<file path="src/rtl/cpf_check_digit_validator_core_assert.svh">
// Assertion macros for the CPF check digit validator.
// Each macro takes a label, an antecedent and a consequent, and is clocked on
// clk and held off while rst is high.
`ifndef CPF_CHECK_DIGIT_VALIDATOR_CORE_ASSERT_SVH
`define CPF_CHECK_DIGIT_VALIDATOR_CORE_ASSERT_SVH

// Consequent holds in the same cycle as the antecedent.
`define CPF_ASSERT_NOW(label, ante, cons) \
  label: assert property (@(posedge clk) disable iff (rst) (ante) |-> (cons)) \
    else $error("cpf assertion failed (same cycle)");

// Consequent holds in the cycle after the antecedent.
`define CPF_ASSERT_NEXT(label, ante, cons) \
  label: assert property (@(posedge clk) disable iff (rst) (ante) |=> (cons)) \
    else $error("cpf assertion failed (next cycle)");

`endif

</file>
<file path="src/rtl/cpf_pkg.sv">
`timescale 1ns / 1ps
// ----------------------------------------------------------------------------
// cpf_pkg
// Shared types, constants and small arithmetic helpers for the CPF validator.
// ----------------------------------------------------------------------------
package cpf_pkg;

  localparam logic [3:0] CPF_LEN     = 4'd11;
  localparam logic [3:0] COUNT_SAT   = 4'd12;
  localparam logic [3:0] POS_TENTH   = 4'd9;
  localparam logic [3:0] POS_ELEVEN  = 4'd10;
  localparam logic [3:0] W_FIRST_TOP = 4'd10;
  localparam logic [3:0] W_SECND_TOP = 4'd11;
  localparam logic [7:0] CHAR_ZERO   = 8'h30;
  localparam logic [7:0] CHAR_NINE   = 8'h39;
  localparam logic [6:0] MOD_BASE    = 7'd11;
  // floor(v * 46 / 512) is v/11 or one below it for any v < 128
  localparam logic [12:0] MOD_RECIP  = 13'd46;

  typedef struct packed {
    logic       is_digit;
    logic [3:0] digit;
    logic       last;
  } cpf_item_t;

  typedef struct packed {
    logic [1:0] count;
    logic       full;
    logic       empty;
  } cpf_q_stat_t;

  // v mod 11 for a 7-bit value, reciprocal estimate plus one correction
  function automatic logic [3:0] mod11(input logic [6:0] v);
    logic [12:0] prod;
    logic [3:0]  q;
    logic [6:0]  m;
    logic [6:0]  r;
    prod = 13'(v) * MOD_RECIP;
    q    = prod[12:9];
    m    = 7'(q) * MOD_BASE;
    r    = v - m;
    if (r >= MOD_BASE) begin
      r = r - MOD_BASE;
    end
    return r[3:0];
  endfunction

  // check digit from a mod-11 remainder
  function automatic logic [3:0] check_of(input logic [3:0] rem);
    logic [3:0] chk;
    if (rem < 4'd2) begin
      chk = 4'd0;
    end else begin
      chk = W_SECND_TOP - rem;
    end
    return chk;
  endfunction

endpackage

</file>
<file path="src/rtl/cpf_front.sv">
`timescale 1ns / 1ps
// ----------------------------------------------------------------------------
// cpf_front
// Input side: accept characters and classify them as digit or other.
// ----------------------------------------------------------------------------
module cpf_front (
  input  logic                 in_valid,
  output logic                 in_ready,
  input  logic [7:0]           ch,
  input  logic                 last,
  input  logic                 q_full,
  output logic                 push,
  output cpf_pkg::cpf_item_t   push_item
);

  logic [7:0] ofs;

  assign in_ready = !q_full;
  assign push     = in_valid && !q_full;
  assign ofs      = ch - cpf_pkg::CHAR_ZERO;

  always_comb begin
    push_item.is_digit = (ch >= cpf_pkg::CHAR_ZERO) && (ch <= cpf_pkg::CHAR_NINE);
    push_item.digit    = ofs[3:0];
    push_item.last     = last;
  end

endmodule

</file>
<file path="src/rtl/cpf_queue.sv">
`timescale 1ns / 1ps
// ----------------------------------------------------------------------------
// cpf_queue
// Two-entry queue of classified items between front and back.
// ----------------------------------------------------------------------------
module cpf_queue (
  input  logic                 clk,
  input  logic                 rst,
  input  logic                 push,
  input  cpf_pkg::cpf_item_t   push_item,
  input  logic                 pop,
  output cpf_pkg::cpf_item_t   pop_item,
  output cpf_pkg::cpf_q_stat_t stat
);

  cpf_pkg::cpf_item_t mem [2];
  logic       wr_ptr;
  logic       rd_ptr;
  logic [1:0] count;
  logic [1:0] count_next;

  assign pop_item   = mem[rd_ptr];
  assign stat.count = count;
  assign stat.full  = (count == 2'd2);
  assign stat.empty = (count == 2'd0);

  always_comb begin
    count_next = count + 2'(push) - 2'(pop);
  end

  always_ff @(posedge clk) begin
    if (rst) begin
      wr_ptr <= 1'b0;
      rd_ptr <= 1'b0;
      count  <= 2'd0;
    end else begin
      if (push) begin
        wr_ptr <= !wr_ptr;
      end
      if (pop) begin
        rd_ptr <= !rd_ptr;
      end
      count <= count_next;
    end
  end

  always_ff @(posedge clk) begin
    if (push) begin
      mem[wr_ptr] <= push_item;
    end
  end

endmodule

</file>
<file path="src/rtl/cpf_back.sv">
`timescale 1ns / 1ps
// ----------------------------------------------------------------------------
// cpf_back
// Execution side: fold digits into mod-11 sums and issue the verdict.
// ----------------------------------------------------------------------------
module cpf_back (
  input  logic                 clk,
  input  logic                 rst,
  input  cpf_pkg::cpf_item_t   item,
  input  logic                 item_avail,
  output logic                 pop,
  output logic                 out_valid,
  input  logic                 out_ready,
  output logic                 valid_res
);

  logic [3:0] digit_count, digit_count_next;
  logic [3:0] rem_first, rem_first_next;
  logic [3:0] rem_second, rem_second_next;
  logic [3:0] first_digit, first_digit_next;
  logic       all_same, all_same_next;
  logic [3:0] tenth_digit, tenth_digit_next;
  logic [3:0] eleventh_digit, eleventh_digit_next;
  logic [3:0] w_first, w_second;
  logic [7:0] p_first, p_second;
  logic       verdict;

  assign pop = item_avail && (!out_valid || out_ready);

  assign w_first  = cpf_pkg::W_FIRST_TOP - digit_count;
  assign w_second = cpf_pkg::W_SECND_TOP - digit_count;
  assign p_first  = 8'(item.digit) * 8'(w_first);
  assign p_second = 8'(item.digit) * 8'(w_second);

  always_comb begin
    digit_count_next    = digit_count;
    rem_first_next      = rem_first;
    rem_second_next     = rem_second;
    first_digit_next    = first_digit;
    all_same_next       = all_same;
    tenth_digit_next    = tenth_digit;
    eleventh_digit_next = eleventh_digit;
    if (item.is_digit && (digit_count < cpf_pkg::COUNT_SAT)) begin
      if (digit_count == 4'd0) begin
        first_digit_next = item.digit;
      end else if (item.digit != first_digit) begin
        all_same_next = 1'b0;
      end
      if (digit_count < cpf_pkg::POS_TENTH) begin
        rem_first_next = cpf_pkg::mod11(7'(rem_first) + p_first[6:0]);
      end
      if (digit_count < cpf_pkg::POS_ELEVEN) begin
        rem_second_next = cpf_pkg::mod11(7'(rem_second) + p_second[6:0]);
      end
      if (digit_count == cpf_pkg::POS_TENTH) begin
        tenth_digit_next = item.digit;
      end
      if (digit_count == cpf_pkg::POS_ELEVEN) begin
        eleventh_digit_next = item.digit;
      end
      digit_count_next = digit_count + 4'd1;
    end
    verdict = (digit_count_next == cpf_pkg::CPF_LEN) && !all_same_next
              && (cpf_pkg::check_of(rem_first_next) == tenth_digit_next)
              && (cpf_pkg::check_of(rem_second_next) == eleventh_digit_next);
  end

  always_ff @(posedge clk) begin
    if (rst) begin
      out_valid      <= 1'b0;
      digit_count    <= 4'd0;
      rem_first      <= 4'd0;
      rem_second     <= 4'd0;
      first_digit    <= 4'd0;
      all_same       <= 1'b1;
      tenth_digit    <= 4'd0;
      eleventh_digit <= 4'd0;
    end else begin
      if (pop && item.last) begin
        out_valid <= 1'b1;
      end else if (out_ready) begin
        out_valid <= 1'b0;
      end
      if (pop) begin
        if (item.last) begin
          digit_count    <= 4'd0;
          rem_first      <= 4'd0;
          rem_second     <= 4'd0;
          first_digit    <= 4'd0;
          all_same       <= 1'b1;
          tenth_digit    <= 4'd0;
          eleventh_digit <= 4'd0;
        end else begin
          digit_count    <= digit_count_next;
          rem_first      <= rem_first_next;
          rem_second     <= rem_second_next;
          first_digit    <= first_digit_next;
          all_same       <= all_same_next;
          tenth_digit    <= tenth_digit_next;
          eleventh_digit <= eleventh_digit_next;
        end
      end
    end
  end

  always_ff @(posedge clk) begin
    if (pop && item.last) begin
      valid_res <= verdict;
    end
  end

endmodule

</file>
<file path="src/rtl/cpf_check_digit_validator_core.sv">
`timescale 1ns / 1ps
// ----------------------------------------------------------------------------
// cpf_check_digit_validator_core
// CPF mod-11 check digit validator: one character in, one verdict per string.
// ----------------------------------------------------------------------------
//  channel | handshake            | payload
//  --------+----------------------+------------------------------------
//  input   | in_valid / in_ready  | ch[7:0], last (ends a string)
//  output  | out_valid / out_ready| valid_res (1 = identifier passes)
//
// One character per cycle sustained while the output is not stalled. A
// character is classified on entry and queued; the back end pops it from the
// queue and folds it into the mod-11 sums, and the verdict for a string is
// registered when its last character is popped, so out_valid rises only
// after that character has passed through a queue entry.
// Reset clears the queue, the digit state and out_valid (not valid_res); no
// clearing pass. A stalled output holds the back end; the two-entry queue
// keeps accepting until full, then drops in_ready.
// ----------------------------------------------------------------------------
module cpf_check_digit_validator_core (
  input  logic       clk,
  input  logic       rst,
  input  logic       in_valid,
  output logic       in_ready,
  input  logic [7:0] ch,
  input  logic       last,
  output logic       out_valid,
  input  logic       out_ready,
  output logic       valid_res
);

`include "cpf_check_digit_validator_core_assert.svh"

  logic                 push;
  logic                 pop;
  cpf_pkg::cpf_item_t   push_item;
  cpf_pkg::cpf_item_t   pop_item;
  cpf_pkg::cpf_q_stat_t q_stat;

  // Classify each character as it is taken in.
  cpf_front u_front (
    .in_valid  (in_valid),
    .in_ready  (in_ready),
    .ch        (ch),
    .last      (last),
    .q_full    (q_stat.full),
    .push      (push),
    .push_item (push_item)
  );

  // Decouple input acceptance from the arithmetic side.
  cpf_queue u_queue (
    .clk       (clk),
    .rst       (rst),
    .push      (push),
    .push_item (push_item),
    .pop       (pop),
    .pop_item  (pop_item),
    .stat      (q_stat)
  );

  // Advance the running sums and register the verdict.
  cpf_back u_back (
    .clk        (clk),
    .rst        (rst),
    .item       (pop_item),
    .item_avail (!q_stat.empty),
    .pop        (pop),
    .out_valid  (out_valid),
    .out_ready  (out_ready),
    .valid_res  (valid_res)
  );

  // Never pop an empty queue.
  `CPF_ASSERT_NOW(a_pop_nonempty, pop, !q_stat.empty)
  // Occupancy never exceeds the two entries.
  `CPF_ASSERT_NOW(a_q_bound, 1'b1, q_stat.count != 2'd3)
  // A verdict appears only after a string-ending item left the queue.
  `CPF_ASSERT_NOW(a_res_from_last, $rose(out_valid), $past(pop && pop_item.last))
  // A stalled verdict blocks the back end.
  `CPF_ASSERT_NOW(a_back_holds, out_valid && !out_ready, !pop)

endmodule
</file>
<file path="config.mk">
export PLATFORM = sky130hd
export DESIGN_NAME = cpf_check_digit_validator_core
export DESIGN_NICKNAME = d
export VERILOG_FILES = /design/src/rtl/cpf_pkg.sv /design/src/rtl/cpf_front.sv /design/src/rtl/cpf_queue.sv /design/src/rtl/cpf_back.sv /design/src/rtl/cpf_check_digit_validator_core.sv
export VERILOG_INCLUDE_DIRS = /design/src /design/src/rtl
export SDC_FILE = /design/constraint.sdc
export NUM_CORES = 1
export LEC_CHECK = 0
export ABC_AREA = 1
export CAP_MARGIN = 30
export CELL_PAD_IN_SITES_DETAIL_PLACEMENT = 1
export CELL_PAD_IN_SITES_GLOBAL_PLACEMENT = 1
export CORE_ASPECT_RATIO = 1.5
export CORE_UTILIZATION = 49
export DETAILED_ROUTE_END_ITERATION = 10
export DONT_BUFFER_PORTS = 1
export GPL_TIMING_DRIVEN = 0
export PLACE_DENSITY = 0.92
export RECOVER_POWER = 50
export SLEW_MARGIN = 20
export SYNTH_ARGS = -nofsm -noshare
export SYNTH_HDL_FRONTEND = slang
export SYNTH_SLANG_ARGS = --single-unit
</file>
<file path="constraint.sdc">
create_clock -name clk -period 12.9 [get_ports clk]
set_clock_uncertainty 0.1 [all_clocks]
set_input_delay 2.58 -clock clk [delete_from_list [all_inputs] [get_ports clk]]
set_output_delay 2.58 -clock clk [all_outputs]
set_load 0.02 [all_outputs]
</file>
* Word-level counts from Yosys, hierarchy flattened *
Memories as Yosys holds them, arrays and structs flattened. A register that Yosys moved wholly into a read port is not among the register bits.
Cells that the tools add are included.

cells by class
  $add $sub $neg = 14
  $mul = 6
  $lt $le $gt $ge = 9
  equal/unequal tests = 7
  muxes and demuxes = 31
  reduce and logical (&&, ||, !) cells = 21

operator list
  cell                                                                          number
  4-bit two-way mux                                                             21
  7-bit by 5-bit multiplier with 12-bit output, second input constant           2
  4-bit subtractor, first input constant                                        4
  4-bit by 7-bit adder with 7-bit output                                        2
  7-bit by 4-bit >= comparator with 1-bit output, second input constant         2
  4-bit by 4-bit multiplier with 7-bit output                                   2
  4-bit by 4-bit multiplier with 7-bit output, second input constant            2
  7-bit subtractor                                                              2
  4-bit equality test, second input constant                                    3
  4-bit less-than comparator, second input constant                             3
  1-bit two-way mux                                                             10
  4-bit equality test                                                           2
  8-bit by 6-bit >= comparator with 1-bit output, second input constant         1
  8-bit by 6-bit <= comparator with 1-bit output, second input constant         1
  1-bit logical AND                                                             8
  4-bit by 2-bit less-than comparator with 1-bit output, second input constant  2
  4-bit subtractor, second input constant                                       2
  1-bit logical NOT                                                             6
  2-bit nonzero test                                                            3
  4-bit by 1-bit adder with 4-bit output, second input constant                 1
  4-bit logical NOT                                                             1
  4-bit != test                                                                 1
  4-bit by 1-bit subtractor with 4-bit output, second input constant            1
  3-bit AND reduction                                                           1
  5 further kinds                                                               5

storage, ports and cells
  register bits after elaboration = 31
  memory bits (writable) = 12
  bits of input ports = 13
  output and inout port bits = 3
  logic and storage cells = 101
  memories kept = 1

memory list
  name         words  bits a word  read ports  clocked after memory_dff  wr ports  RTL line         text
  u_queue.mem  2      6            1           1                         1         cpf_queue.sv:16  cpf_pkg::cpf_item_t mem [2];

* Longest topological paths before layout *
Gate-level depths: netlist of the first run.

  depth in word-level cells = 15
  depth in mapped cells = 62

* By module *
A second synthesis of the first run with hierarchy kept.

second synthesis, totals
  cell total of the unflattened synthesis = 892
  area, all modules = 6387.4 um^2

modules (own cells, without submodules)
  module                          times used  cells each  area each (um^2)  sequential area each (um^2)
  cpf_back                        1           825         5619.1            550.5
  cpf_queue                       1           50          685.7             460.4
  cpf_front                       1           16          78.8              0.0
  cpf_check_digit_validator_core  1           1           3.8               0.0

* Worst setup path after synthesis of the first run *
No wires, ideal clock.

  kind = reg2reg
  start = reg with a tool-made name
  end = reg u_back.valid_res (data pin)
  setup time = 0.251 ns
  data arrival time = 9.239 ns
  data required time = 12.549 ns
  slack = 3.310 ns
  stages on the path, launching flop included = 51
  path buffers = 1
  cells stage by stage = dfxtp_1 > buf_6 > inv_4 > or2_2 > o21ai_1 > inv_1 > nand2_1 > fa_1 > fa_1 > fa_1 > inv_1 > ha_1 > inv_1 > o31ai_1 > xor2_1 > ha_1 > inv_1 > fa_1 > [15 not listed] > inv_1 > ha_1 > inv_1 > nand3_1 > nand2_1 > nand3_1 > nor2_1 > nand3_2 > a21oi_1 > o21ai_0 > o21ai_0 > ha_1 > nand2_1 > nand2_1 > nand2_1 > or2_0 > nand3_1 > nor2_1

RTL lines
  item                  RTL line         text
  end signal, assigned  cpf_back.sv:108  valid_res <= verdict;
  end, declared         cpf_back.sv:14   output logic valid_res

==> results of run 1 <==
synth_stat cells (all sizes together):
cell type | n | area, µm²
o21a | 4 | 30.0
nand2 | 194 | 758
o31ai | 1 | 7.51
a21oi | 51 | 255
a21o | 5 | 37.5
nand2b | 1 | 6.26
clkbuf | 7 | 26.3
ha | 120 | 1500
a31oi | 2 | 12.5
o21bai | 1 | 7.51
dfxtp | 31 | 621
and3 | 2 | 12.5
nor3 | 3 | 20.0
xnor2 | 15 | 131
or2 | 12 | 75.1
nand3b | 1 | 7.51
o211ai | 1 | 7.51
buf | 3 | 20.0
nor4 | 3 | 18.8
edfxtp | 13 | 390
nand3 | 46 | 278
xor2 | 19 | 166
fa | 33 | 661
o22ai | 3 | 18.8
inv | 174 | 658
o21ai | 31 | 174
nand4 | 11 | 68.8
a2111o | 1 | 11.3
nor2 | 51 | 191
sequential cells by signal (all words and copies together) (netlist names), 2 cells and up, named ones only:
register	count
u_back.tenth_digit	4
u_back.eleventh_digit	4
u_back.first_digit	4
u_back.rem_first	4
u_back.rem_second	4
u_back.digit_count	4
u_queue.mem	12
u_queue.count	2
how the worst max path moves through the flow:
stage / slack (ns) / cells past startpoint / startpoint / endpoint
after global routing: 0.83 / 56 / flip-flop / u_back.valid_res
final: 1.55 / 58 / flip-flop / u_back.valid_res
after CTS: 1.55 / 53 / flip-flop / u_back.valid_res
after global placement: 1.81 / 52 / flip-flop / u_back.valid_res
after floorplan: 3.31 / 50 / flip-flop / u_back.valid_res
after detailed placement: 1.71 / 56 / flip-flop / u_back.valid_res
logic make-up (layout without fill, tap and decap cells):
kind of cell | count (synthesis) | in the layout | share of synthesized area, %
xor+xnor | 34 | 34 | 4.82
compound gates | 100 | 100 | 9.10
simple gates | 324 | 324 | 23.3
fa+ha+maj | 153 | 153 | 35.0
buf+inv | 184 | 193 | 11.4
flops | 44 | 44 | 16.4
worst reg2reg max path, delay by kind of cell (launching register included):
kind | cells | cell delay [ns]
adder cells (fa/ha/maj) | 13 | 5.13
AND/OR/NAND/NOR | 19 | 1.93
AO/OA/AOI/OAI | 10 | 1.69
flip-flops | 1 | 0.35
XOR/XNOR | 2 | 0.72
buffers and inverters | 14 | 1.28
layer usage:
layer  vias to the layer above  routed length (µm)
li1                       2686                   -
met1                      2682                5990
met2                       142               10400
met3                        75                 525
met4                         0                 987
met5                         -                   0
per-stage QoR:
stage | worst slack, ns | instances | hold WS (ns)
after floorplan | 3.31 | 839 | 0.326
after global placement | 1.81 | 992 | 0.336
after detailed placement | 1.71 | 993 | 0.357
after CTS | 1.55 | 1001 | 0.367
after global routing | 0.834 | 1001 | 0.378
final | 1.55 | 1001 | 0.367
cell type report:
type	instances	share of cell area (%)
clock buffer	5	1.91
multi-input combinational	611	68.1
timing repair buffer	1	0.115
clock inverter	3	0.707
sequential	44	15.4
tap	153	2.93
buffer	10	0.707
inverter	174	10.1
==> run summary, run 1 <==
The run finished with clean final reports. The root buffer cell chosen for the clock tree is sky130_fd_sc_hd__clkbuf_16. The measured slew at the worst slew-check pin came out at 0.894 ns. The warning count from the yosys run came out at 0. The combined area of the multi-input logic cells came out at 4460 µm².

For this run the aggregate overflow at the end of global routing stands at 0. The setup fix buffers added after clock tree synthesis came out at 0. The most used routing layer in global routing is met2.

The congestion estimate from routability-driven global placement came to 0.823. The number of global-route vias before repair is 6,335. The final layout net count is 1,013. Leaving out fill and tap cells, the most frequent cells in the layout are sky130_fd_sc_hd__nand2_1 (186), sky130_fd_sc_hd__inv_1 (170), sky130_fd_sc_hd__ha_1 (120), sky130_fd_sc_hd__nor2_1 (51), sky130_fd_sc_hd__a21oi_1 (51).

The wire length after detailed routing is 17,900 µm. The count of buffers inserted at the top-level ports came out at 0. Global routing used 28.9% of the available tracks. The H-tree was split into 2 levels. The final number of setup-violating endpoints is 0. The startpoint of the lowest-slack hold path is u_queue.rd_ptr. The met2 global-route usage is 58.4%.

The sequential cells in the finished layout cover a total of 1010 µm². The worst register-to-register path ends at u_back.valid_res. The routed length per instance is 17.9 µm. The netlist area before placement is 6170 µm². In this run, synthesis produced a sequential element count of 44. The number of buffer and inverter stages on the critical path came out at 14. The effective utilization at floorplan is 50.9%. The clock insertion delay at the later pin of the skew report came out at 0.31 ns. The number of antenna violations at the first check in global routing came out at 0. The tightest slew margin relative to the limit came out at 40.4%. Once detail routing completed, the nets flagged for antenna violations numbered 0.

The kind of launch point of the worst setup path is a flip-flop. The starting DRC count in detailed routing is 255. The number of rows created at floorplan is 49. The die outline height is 139 µm.

For this design, the slowest cell found on the critical path is sky130_fd_sc_hd__fa_1. The repair_antennas step left the layout with diodes totalling 0. The met3 usage is 3.61%. The share of the clock period used by the worst path after layout came out at 88.0%.

The met1 usage in global routing is 25.9%. The number of remaining DRC errors is 0. The number of clock sinks is 44. The floorplan step defined a die boundary enclosing 13,100 µm². In this design, the stage delay of the slowest critical-path cell is 0.57 ns.

The share of post-route cells with drive strength above 1 is 5.19%. The placeable core region is 12,100 µm². The cell count after synthesis came out at 839. In this run the worst hold path is classified as flip-flop to flip-flop. Measured in cells, the most critical reg-to-reg path has a length of 58. The kind of cell adding the most delay to the critical path is adder cells. The net count after synthesis is 1,005. In this run, CTS created clock tree buffers numbering 5. In the routed layout, each cell is associated on average with a via count of 5.58. The largest net degree at the start of global routing is 16. The library cell used most frequently in the layout, excluding fill and tap cells, is sky130_fd_sc_hd__nand2_1.

Once placement finished, the instance area stood at 6370 µm². The required time of the worst setup path is 12.94 ns. The area of all placed cells without fillers is 6540 µm². The clock period minus worst slack is 11.35 ns. The cell depth of the worst hold path is 1. The setup path with the least slack is of type flip-flop to flip-flop. Across all layers, the routed design uses 5,585 vias. The post-synthesis sequential area ratio is 16.4%.

Setup repair after global routing left no endpoint under its margin. The endpoint arrival time on the critical path is 11.39 ns. The cell seen most often among critical-path stages is sky130_fd_sc_hd__inv_1. The max-slew violation count is 0. The sum of net half-perimeters after detailed placement is 14,200 µm. In this run, post-CTS repair resized a total of 0 instances. The count of TritonRoute iterations in the first routing pass is 5. The setup slack of the most critical reg-to-reg path came out at 1.55 ns. Counting the fill cells in the layout gives 1,574. The signed area change from the synthesized netlist to the final layout is 6.00%.

The worst setup path is captured at a flip-flop. The top achievable clock speed came out at 88.1 MHz. The average instance area after synthesis came out at 7.36 µm². The count of final hold-check violations is 0. 16 I/O pins were placed. Summed over all failing endpoints, the final setup total negative slack is 0 ns.

The floorplan step set the die width to 93.6 µm. The first-pass GRT wire length is 29,300 µm. Clock-pin slew was measured on the worst setup and hold paths at 0.07 ns. TritonCTS built the clock tree.

The max-cap check violation count came out at 0. The longest clock path from root to sink contains 2 buffers. The post-cts hold buffer count is 0. The maximum fanout along the worst path is 7.

The number of different library cells in the post-synthesis netlist came out at 43. Cells fill 53.9% of the core in the end.
Power of run 1 is left out: the tool's default activity adds up to more than one toggle a clock period on the data nets, which glitch-free logic cannot reach.
==> inputs of run 2 (changes only) <==
ABC_AREA = unset   (was 1)
CORE_UTILIZATION = 51   (was 49)
==> run summary, run 2 <==
Compared with the post-synthesis result, the final layout area differs by 8.23%. The cell seen most often among critical-path stages is sky130_fd_sc_hd__inv_1. The slowest stage of the critical path belongs to the cell sky130_fd_sc_hd__mux2i_2.

The final design utilization came out at 56.3% (+2.4 points). The tightest min-delay check is of the flip-flop to flip-flop type. The starting DRC count in detailed routing came out at 331 (+30%). The number of global-route vias before repair is 6,329 (-0.095%). The clock transition at the registers of the reported paths is 0.07 ns (about the same).

The final number of setup-violating endpoints came out at 0 (unchanged). The worst setup path category is flip-flop to flip-flop. The netlist area before placement is 6220 µm² (+0.71%). The required time of the worst setup path came out at 12.91 ns (-0.03 ns). The met2 global-route usage is 63.6% (+5.2 points). The first-pass GRT wire length is 31,000 µm (+5.7%).

The share of post-route cells with drive strength above 1 came out at 8.31% (+3.1 points). The area enclosed by the die boundary is 12,600 µm² (-3.2%). The run finished with clean final reports. The global-route total usage across every layer came out at 31.9% (+3.0 points). The sum of net half-perimeters after detailed placement came out at 14,500 µm (+2.3%).

The remaining global-route overflow is 0 (unchanged). Leaving out fill and tap cells, the most frequent cell in the layout is sky130_fd_sc_hd__ha_1. The maximum root-to-sink buffer count came to 2 (unchanged).

The placeable core region is 12,000 µm² (-1.5%). The met3 usage is 5.30% (+1.7 points). The number of rows created at floorplan came out at 49 (unchanged). The combined area of the multi-input logic cells is 4840 µm² (+8.5%). The endpoint arrival time on the critical path came out at 12.25 ns (+0.86 ns). The post-cts hold buffer count was 0 (unchanged). The wire length after detailed routing is 20,400 µm (+14%). The TritonCTS buffer count is 5 (unchanged). The effective utilization at floorplan came out at 52.0% (+1.1 points).

The final weighted congestion of routability-driven global placement is 0.909 (+11%). The number of H-tree branching levels came to 2 (unchanged). The via count of the routed design is 5,631 (+0.82%). The number of different library cells in the post-synthesis netlist is 69 (+60%). Among all cell types in the netlist, the one instantiated most often is sky130_fd_sc_hd__ha_1. The post-route antenna net violation count is 0 (unchanged). The worst hold-check slack is 0.399 ns (+0.0327 ns). The count of TritonRoute iterations in the first routing pass is 4 (-1). The clock period minus worst slack came out at 12.24 ns (+0.889 ns). The number of enable flip-flop cells after synthesis came out at 13 (unchanged).

The net count after synthesis is 872 (-13%). After synthesis, the largest family of logic cells by area is adder cells. The number of flip-flops in the largest register was 12 (unchanged). STA classifies the critical path endpoint as a flip-flop. TritonCTS built the clock tree. The count of buffers inserted at the top-level ports came to 0 (unchanged). STA classifies the critical path startpoint as a flip-flop. The number of antenna repair diodes came out at 0 (unchanged). The maximum fanout along the worst path came out at 10 (+3). The max-slew violation count came to 0 (unchanged). The top cell types in the final layout, fill and taps aside, are sky130_fd_sc_hd__ha_1 (120), sky130_fd_sc_hd__inv_1 (100), sky130_fd_sc_hd__nor2_1 (71), sky130_fd_sc_hd__nand2_1 (39), sky130_fd_sc_hd__a21oi_1 (34). The peak per-stage delay on the critical path came out at 0.64 ns (+0.07 ns). The tightest slew margin relative to the limit came out at 43.5% (+3.1 points).

The number of top-level design ports is 16 (unchanged). The share of the clock period used by the worst path after layout came out at 94.9% (+6.9 points). The cell at the root of the clock tree is sky130_fd_sc_hd__clkbuf_16. Of all cell types, the one taking the most synthesized area is sky130_fd_sc_hd__ha_1. The fraction of synthesis flops using an asynchronous set or reset pin is 0% (unchanged). The number of antenna violations at the first check in global routing came to 0 (unchanged). The average via count per standard cell came out at 6.44 (+15%). The synthesized-area fraction occupied by xor and xnor cells is 8.90% (+4.1 points).

The met1 usage in global routing came to 28.7% (+2.7 points). The top achievable clock speed is 81.7 MHz (-7.3%). The share of the synthesized area in compound gates (AO/OA/AOI/OAI) came out at 14.6% (+5.5 points). Sorting the synthesized cells by area gives the leading types as sky130_fd_sc_hd__ha_1 (24%), sky130_fd_sc_hd__fa_1 (11%), sky130_fd_sc_hd__dfxtp_1 (10%). The max-cap check violation count is 0 (unchanged). The warning count from the yosys run is 0 (unchanged).

The mux contribution to synthesized area is 4.31% (+4.3 points). Sorting the synthesized cells by how often they occur yields sky130_fd_sc_hd__ha_1 (120), sky130_fd_sc_hd__inv_1 (100), sky130_fd_sc_hd__nor2_1 (71). The layer flagged by global routing as most heavily used is met2. The number of remaining DRC errors came out at 0 (unchanged). The count of fill cells added during filler insertion is 1,366 (-13%). The clock insertion delay at the later pin of the skew report was 0.30 ns (about the same). The number of synthesized register bits is 44 (unchanged).

More flip-flops sit in one register than any other, and that register is u_queue.mem. The fraction of the mapped netlist area in simple logic gates came to 13.8% (-9.4 points). The post-synthesis sequential area ratio came out at 16.3% (-0.12 points). The die width came out at 92.2 µm (-1.6%). The sequential cell area in the final layout is 1010 µm² (unchanged). The largest net degree at the start of global routing is 15 (-1). For this run, the leading register cell type out of synthesis is sky130_fd_sc_hd__dfxtp_1.

The average instance area after synthesis was 8.81 µm² (+20%). The measured slew at the worst slew-check pin was 0.838 ns (-0.0555 ns). The final layout net count is 887 (-12%). The cell count after synthesis is 706 (-16%). The share of synthesized cell area in full adder, half adder and majority cells came out at 34.8% (-0.25 points). The routed length per instance is 23.3 µm (+30%).

The die outline height is 137 µm (-1.6%). The number of clock sinks came out at 44 (unchanged). The area fraction of the dominant cell type after synthesis came to 24.1% (-0.17 points). The count of final hold-check violations came to 0 (unchanged).
## run 2: changes by cell type in the layout (fill, tap and decap cells not counted), moves of 8 or more
cell                       before  now
sky130_fd_sc_hd__nand2_1      186   39
sky130_fd_sc_hd__inv_1        170  100
sky130_fd_sc_hd__nand3_1       38    8
sky130_fd_sc_hd__nor2_1        51   71
sky130_fd_sc_hd__a21oi_1       51   34
sky130_fd_sc_hd__xnor2_1       15   31
sky130_fd_sc_hd__nor3_1         2   13
sky130_fd_sc_hd__a32oi_1        0   10
sky130_fd_sc_hd__mux2i_1        0   10
sky130_fd_sc_hd__nand2b_1       1   10
sky130_fd_sc_hd__mux2_2         0    8
sky130_fd_sc_hd__nand4_1       11    3
sky130_fd_sc_hd__xor2_1        19   11
## run 2: critical path: cells and delay by family (launching register included)
kind	cells	cell delay, ns
muxes	2	0.81
adders and majority gates	12	5.04
and+or+nand+nor	2	0.42
xor gates and xnor gates	6	1.54
DFF	1	0.42
AOI/OAI and AO/OA	15	2.86
buffers and inverters	8	0.85
## run 2: cells by family after synthesis
family	after synthesis
DFF	44
and+or+nand+nor	180
AOI/OAI and AO/OA	137
xor gates and xnor gates	54
muxes	24
buffers and inverters	114
adders and majority gates	153
## run 2: through the flow
stage | cell area, µm² | setup slack (ns) | setup TNS (ns) | instances
CTS | 6600 | 0.0272 | 0 | 868
global route | 6730 | -0.0833 | -0.0833 | 875
floorplan | 6220 | 1.77 | 0 | 706
finish | 6730 | 0.661 | 0 | 875
detailed placement | 6410 | -0.101 | -0.101 | 860
global placement | 6410 | 0.391 | 0 | 859
## run 2: worst paths after layout
| path | startpoint | endpoint | slack (ns) | cells after the start |
|---|---|---|---|---|
| max | flip-flop | u_back.valid_res | 0.66 | 45 |
| min | u_back.eleventh_digit[1] | u_back.eleventh_digit[1] | 0.40 | 2 |
| max reg2reg | flip-flop | u_back.valid_res | 0.66 | 45 |
| min reg2reg | u_back.eleventh_digit[1] | u_back.eleventh_digit[1] | 0.40 | 2 |
## run 2: final cells by class
| class | instances | share of cell area [%] |
|---|---|---|
| buffer | 14 | 1.23 |
| clock buffer | 6 | 2.06 |
| clock inverter | 2 | 0.576 |
| inverter | 100 | 5.58 |
| multi-input combinational | 548 | 71.9 |
| sequential | 44 | 15.0 |
| tap | 153 | 2.84 |
| timing repair buffer | 8 | 0.818 |
## run 2: repair_timing
action | CTS | global route
setup buffers | 0 | 6
resized for setup | 2 | 14
pin swaps | 0 | 1
hold endpoints to repair | 0 | 0
endpoints found under the setup margin | 1 | 1
## run 2: layer usage
layer  share of wire [%]  routed length, µm
met1                  33               6750
met2                  55              11200
met3                 4.8                979
met4                 7.2               1480
met5                   0                  0
Power of run 2 is left out for the same reason.
==> inputs of run 3 (changes only) <==
PLACE_DENSITY = 0.88   (was 0.92)
SETUP_SLACK_MARGIN = 0.4   (was unset)
==> run summary, run 3 (synthesis results as in run 2) <==
The number of antenna violations at the first check in global routing is 0 (unchanged). The area enclosed by the die boundary came to 12,600 µm² (unchanged). The count of TritonRoute iterations in the first routing pass was 7 (+3). The first-pass GRT wire length is 29,900 µm (-3.5%). The die width came out at 92.2 µm (unchanged). The final weighted congestion of routability-driven global placement is 0.882 (-3.0%).

The max-cap check violation count is 0 (unchanged). The TritonCTS buffer count is 5 (unchanged). The remaining global-route overflow came to 0 (unchanged). The clock transition at the registers of the reported paths came out at 0.08 ns (about the same). The tree is rooted in a sky130_fd_sc_hd__clkbuf_16. The register with the most flip-flops in the final layout is u_queue.mem.

The worst setup path category is flip-flop to flip-flop. The clock period minus worst slack is 12.03 ns (-0.213 ns). The maximum fanout along the worst path is 8 (-2).

The number of top-level design ports is 16 (unchanged). The required time of the worst setup path came out at 12.94 ns (+0.03 ns). The signed area change from the synthesized netlist to the final layout is 11.3%. The average via count per standard cell is 6.33 (-1.7%).

The setup slack at placement came out at -0.0164 ns (+0.0841 ns). The number of clock sinks came to 44 (unchanged). The effective utilization at floorplan is 52.0% (unchanged). TritonCTS built the clock tree. The cell at the slowest stage of the critical path is sky130_fd_sc_hd__fa_1. Setup repair after global routing left no endpoint under its margin. The wire length after detailed routing came out at 20,100 µm (-1.4%). The number of H-tree branching levels is 2 (unchanged). The largest net degree at the start of global routing came out at 16 (+1). The cell seen most often among critical-path stages is sky130_fd_sc_hd__inv_1. The count of final hold-check violations was 0 (unchanged). The peak per-stage delay on the critical path came out at 0.63 ns (about the same). Leaving out fill and tap cells, the most frequent cell in the layout is sky130_fd_sc_hd__ha_1. The starting DRC count in detailed routing was 343 (+3.6%). The clock insertion delay at the later pin of the skew report is 0.31 ns (about the same). The sum of net half-perimeters after detailed placement came to 14,100 µm (-2.9%). The tightest slew margin relative to the limit came out at 48.8% (+5.2 points).

The element type at the critical path end is a flip-flop. The number of rows created at floorplan is 49 (unchanged). Leaving out fill and tap cells, the most frequent cells in the layout are sky130_fd_sc_hd__ha_1 (116), sky130_fd_sc_hd__inv_1 (98), sky130_fd_sc_hd__nor2_1 (69), sky130_fd_sc_hd__nand2_1 (39), sky130_fd_sc_hd__fa_1 (33).

The post-route non-filler standard cell count came out at 877 (+0.23%). The number of placed instances with taps included was 859 (-0.12%). The share of the clock period used by the worst path after layout is 93.2% (-1.7 points).

The post-route antenna net violation count is 0 (unchanged). The count of fill cells added during filler insertion came out at 1,382 (+1.2%). The number of global-route vias before repair came out at 6,284 (-0.71%). The area of all placed cells without fillers is 6920 µm² (+2.9%). The final layout net count is 889 (+0.23%). The post-place instance area is 6410 µm² (about the same).

The number of remaining DRC errors is 0 (unchanged). The top achievable clock speed came out at 83.2 MHz (+1.8%). The die outline height came out at 137 µm (unchanged). The final worst setup slack is 0.875 ns (+0.213 ns). The number of flip-flops in the largest register came out at 12 (unchanged). The final number of setup-violating endpoints came out at 0 (unchanged).

The kind of launch point of the worst setup path is a flip-flop. The maximum root-to-sink buffer count came out at 2 (unchanged). The global-route total usage across every layer came out at 30.7% (-1.2 points). The class of the tightest hold or removal check is flip-flop to flip-flop. The endpoint arrival time on the critical path came to 12.06 ns (-0.19 ns). The routed length per instance is 23.0 µm (-1.6%). The via count of the routed design is 5,548 (-1.5%).

The number of antenna repair diodes is 0 (unchanged). The measured slew at the worst slew-check pin is 0.768 ns (-0.0705 ns). The placeable core region came out at 12,000 µm² (unchanged). The share of post-route cells with drive strength above 1 is 11.9% (+3.6 points). The flow ran to the end, and the final reports show no timing, DRC or antenna violations. The count of buffers inserted at the top-level ports came out at 0 (unchanged). The max-slew violation count is 0 (unchanged).
==> run 3: cell count changes in the layout (fill, tap and decap cells not counted), moves of 3 or more <==
cell                      change
sky130_fd_sc_hd__xnor2_1      -5
sky130_fd_sc_hd__ha_1         -4
sky130_fd_sc_hd__xnor2_2      +4
sky130_fd_sc_hd__a21oi_1      -3
sky130_fd_sc_hd__a21oi_2      +3
sky130_fd_sc_hd__ha_2         +3
==> run 3: final timing paths <==
kind	startpoint	to	slack (ns)	cells after the start
setup / recovery	u_back.digit_count[0]	u_back.valid_res	0.87	46
hold / removal	u_back.rem_second[3]	u_back.rem_second[3]	0.40	2
setup reg to reg	u_back.digit_count[0]	u_back.valid_res	0.87	46
hold reg to reg	u_back.rem_second[3]	u_back.rem_second[3]	0.40	2
==> run 3: metal layers <==
metal | up-vias | GRT usage [%] | wire length [µm]
met5 | - | 0 | 0
met4 | 0 | 18.4 | 1270
met3 | 109 | 3.70 | 868
met2 | 222 | 63.2 | 11300
met1 | 2755 | 27.8 | 6730
li1 | 2462 | - | -
==> run 3: metrics by stage <==
stage               setup TNS (ns)  hold WS, ns  utilization (%)
global placement                 0        0.361             53.6
finish                           0        0.399             57.9
floorplan                        0        0.349                -
global route                     0        0.419             57.9
detailed placement         -0.0164        0.378             53.6
CTS                              0        0.396             55.4
==> run 3: final cells by class <==
class / instances / area, µm² / share of cell area [%]
multi-input combinational: 548 / 4990 / 72.1
sequential: 44 / 1010 / 14.6
inverter: 100 / 379 / 5.48
tap: 153 / 191 / 2.77
clock buffer: 5 / 125 / 1.81
buffer: 14 / 90.1 / 1.30
timing repair buffer: 10 / 85.1 / 1.23
clock inverter: 3 / 46.3 / 0.669
==> run 3: critical path, delay by kind of cell, from the launching register on <==
family	cells	cell delay, ns
adder cells (fa/ha/maj)	13	5.54
AO/OA/AOI/OAI	15	2.82
XOR/XNOR	6	1.42
buffers and inverters	9	0.99
flip-flops	1	0.41
AND/OR/NAND/NOR	2	0.40
multiplexers	1	0.15
==> run 3: what timing repair did <==
| action | in CTS | in global routing |
|---|---|---|
| hold buffers | 0 | 0 |
| hold endpoints to repair | 0 | 0 |
| resized for setup | 9 | 38 |
| setup buffers | 0 | 9 |
| endpoints found under the setup margin | 1 | 1 |
| pin swaps | 0 | 7 |
Power of run 3 is left out for the same reason.
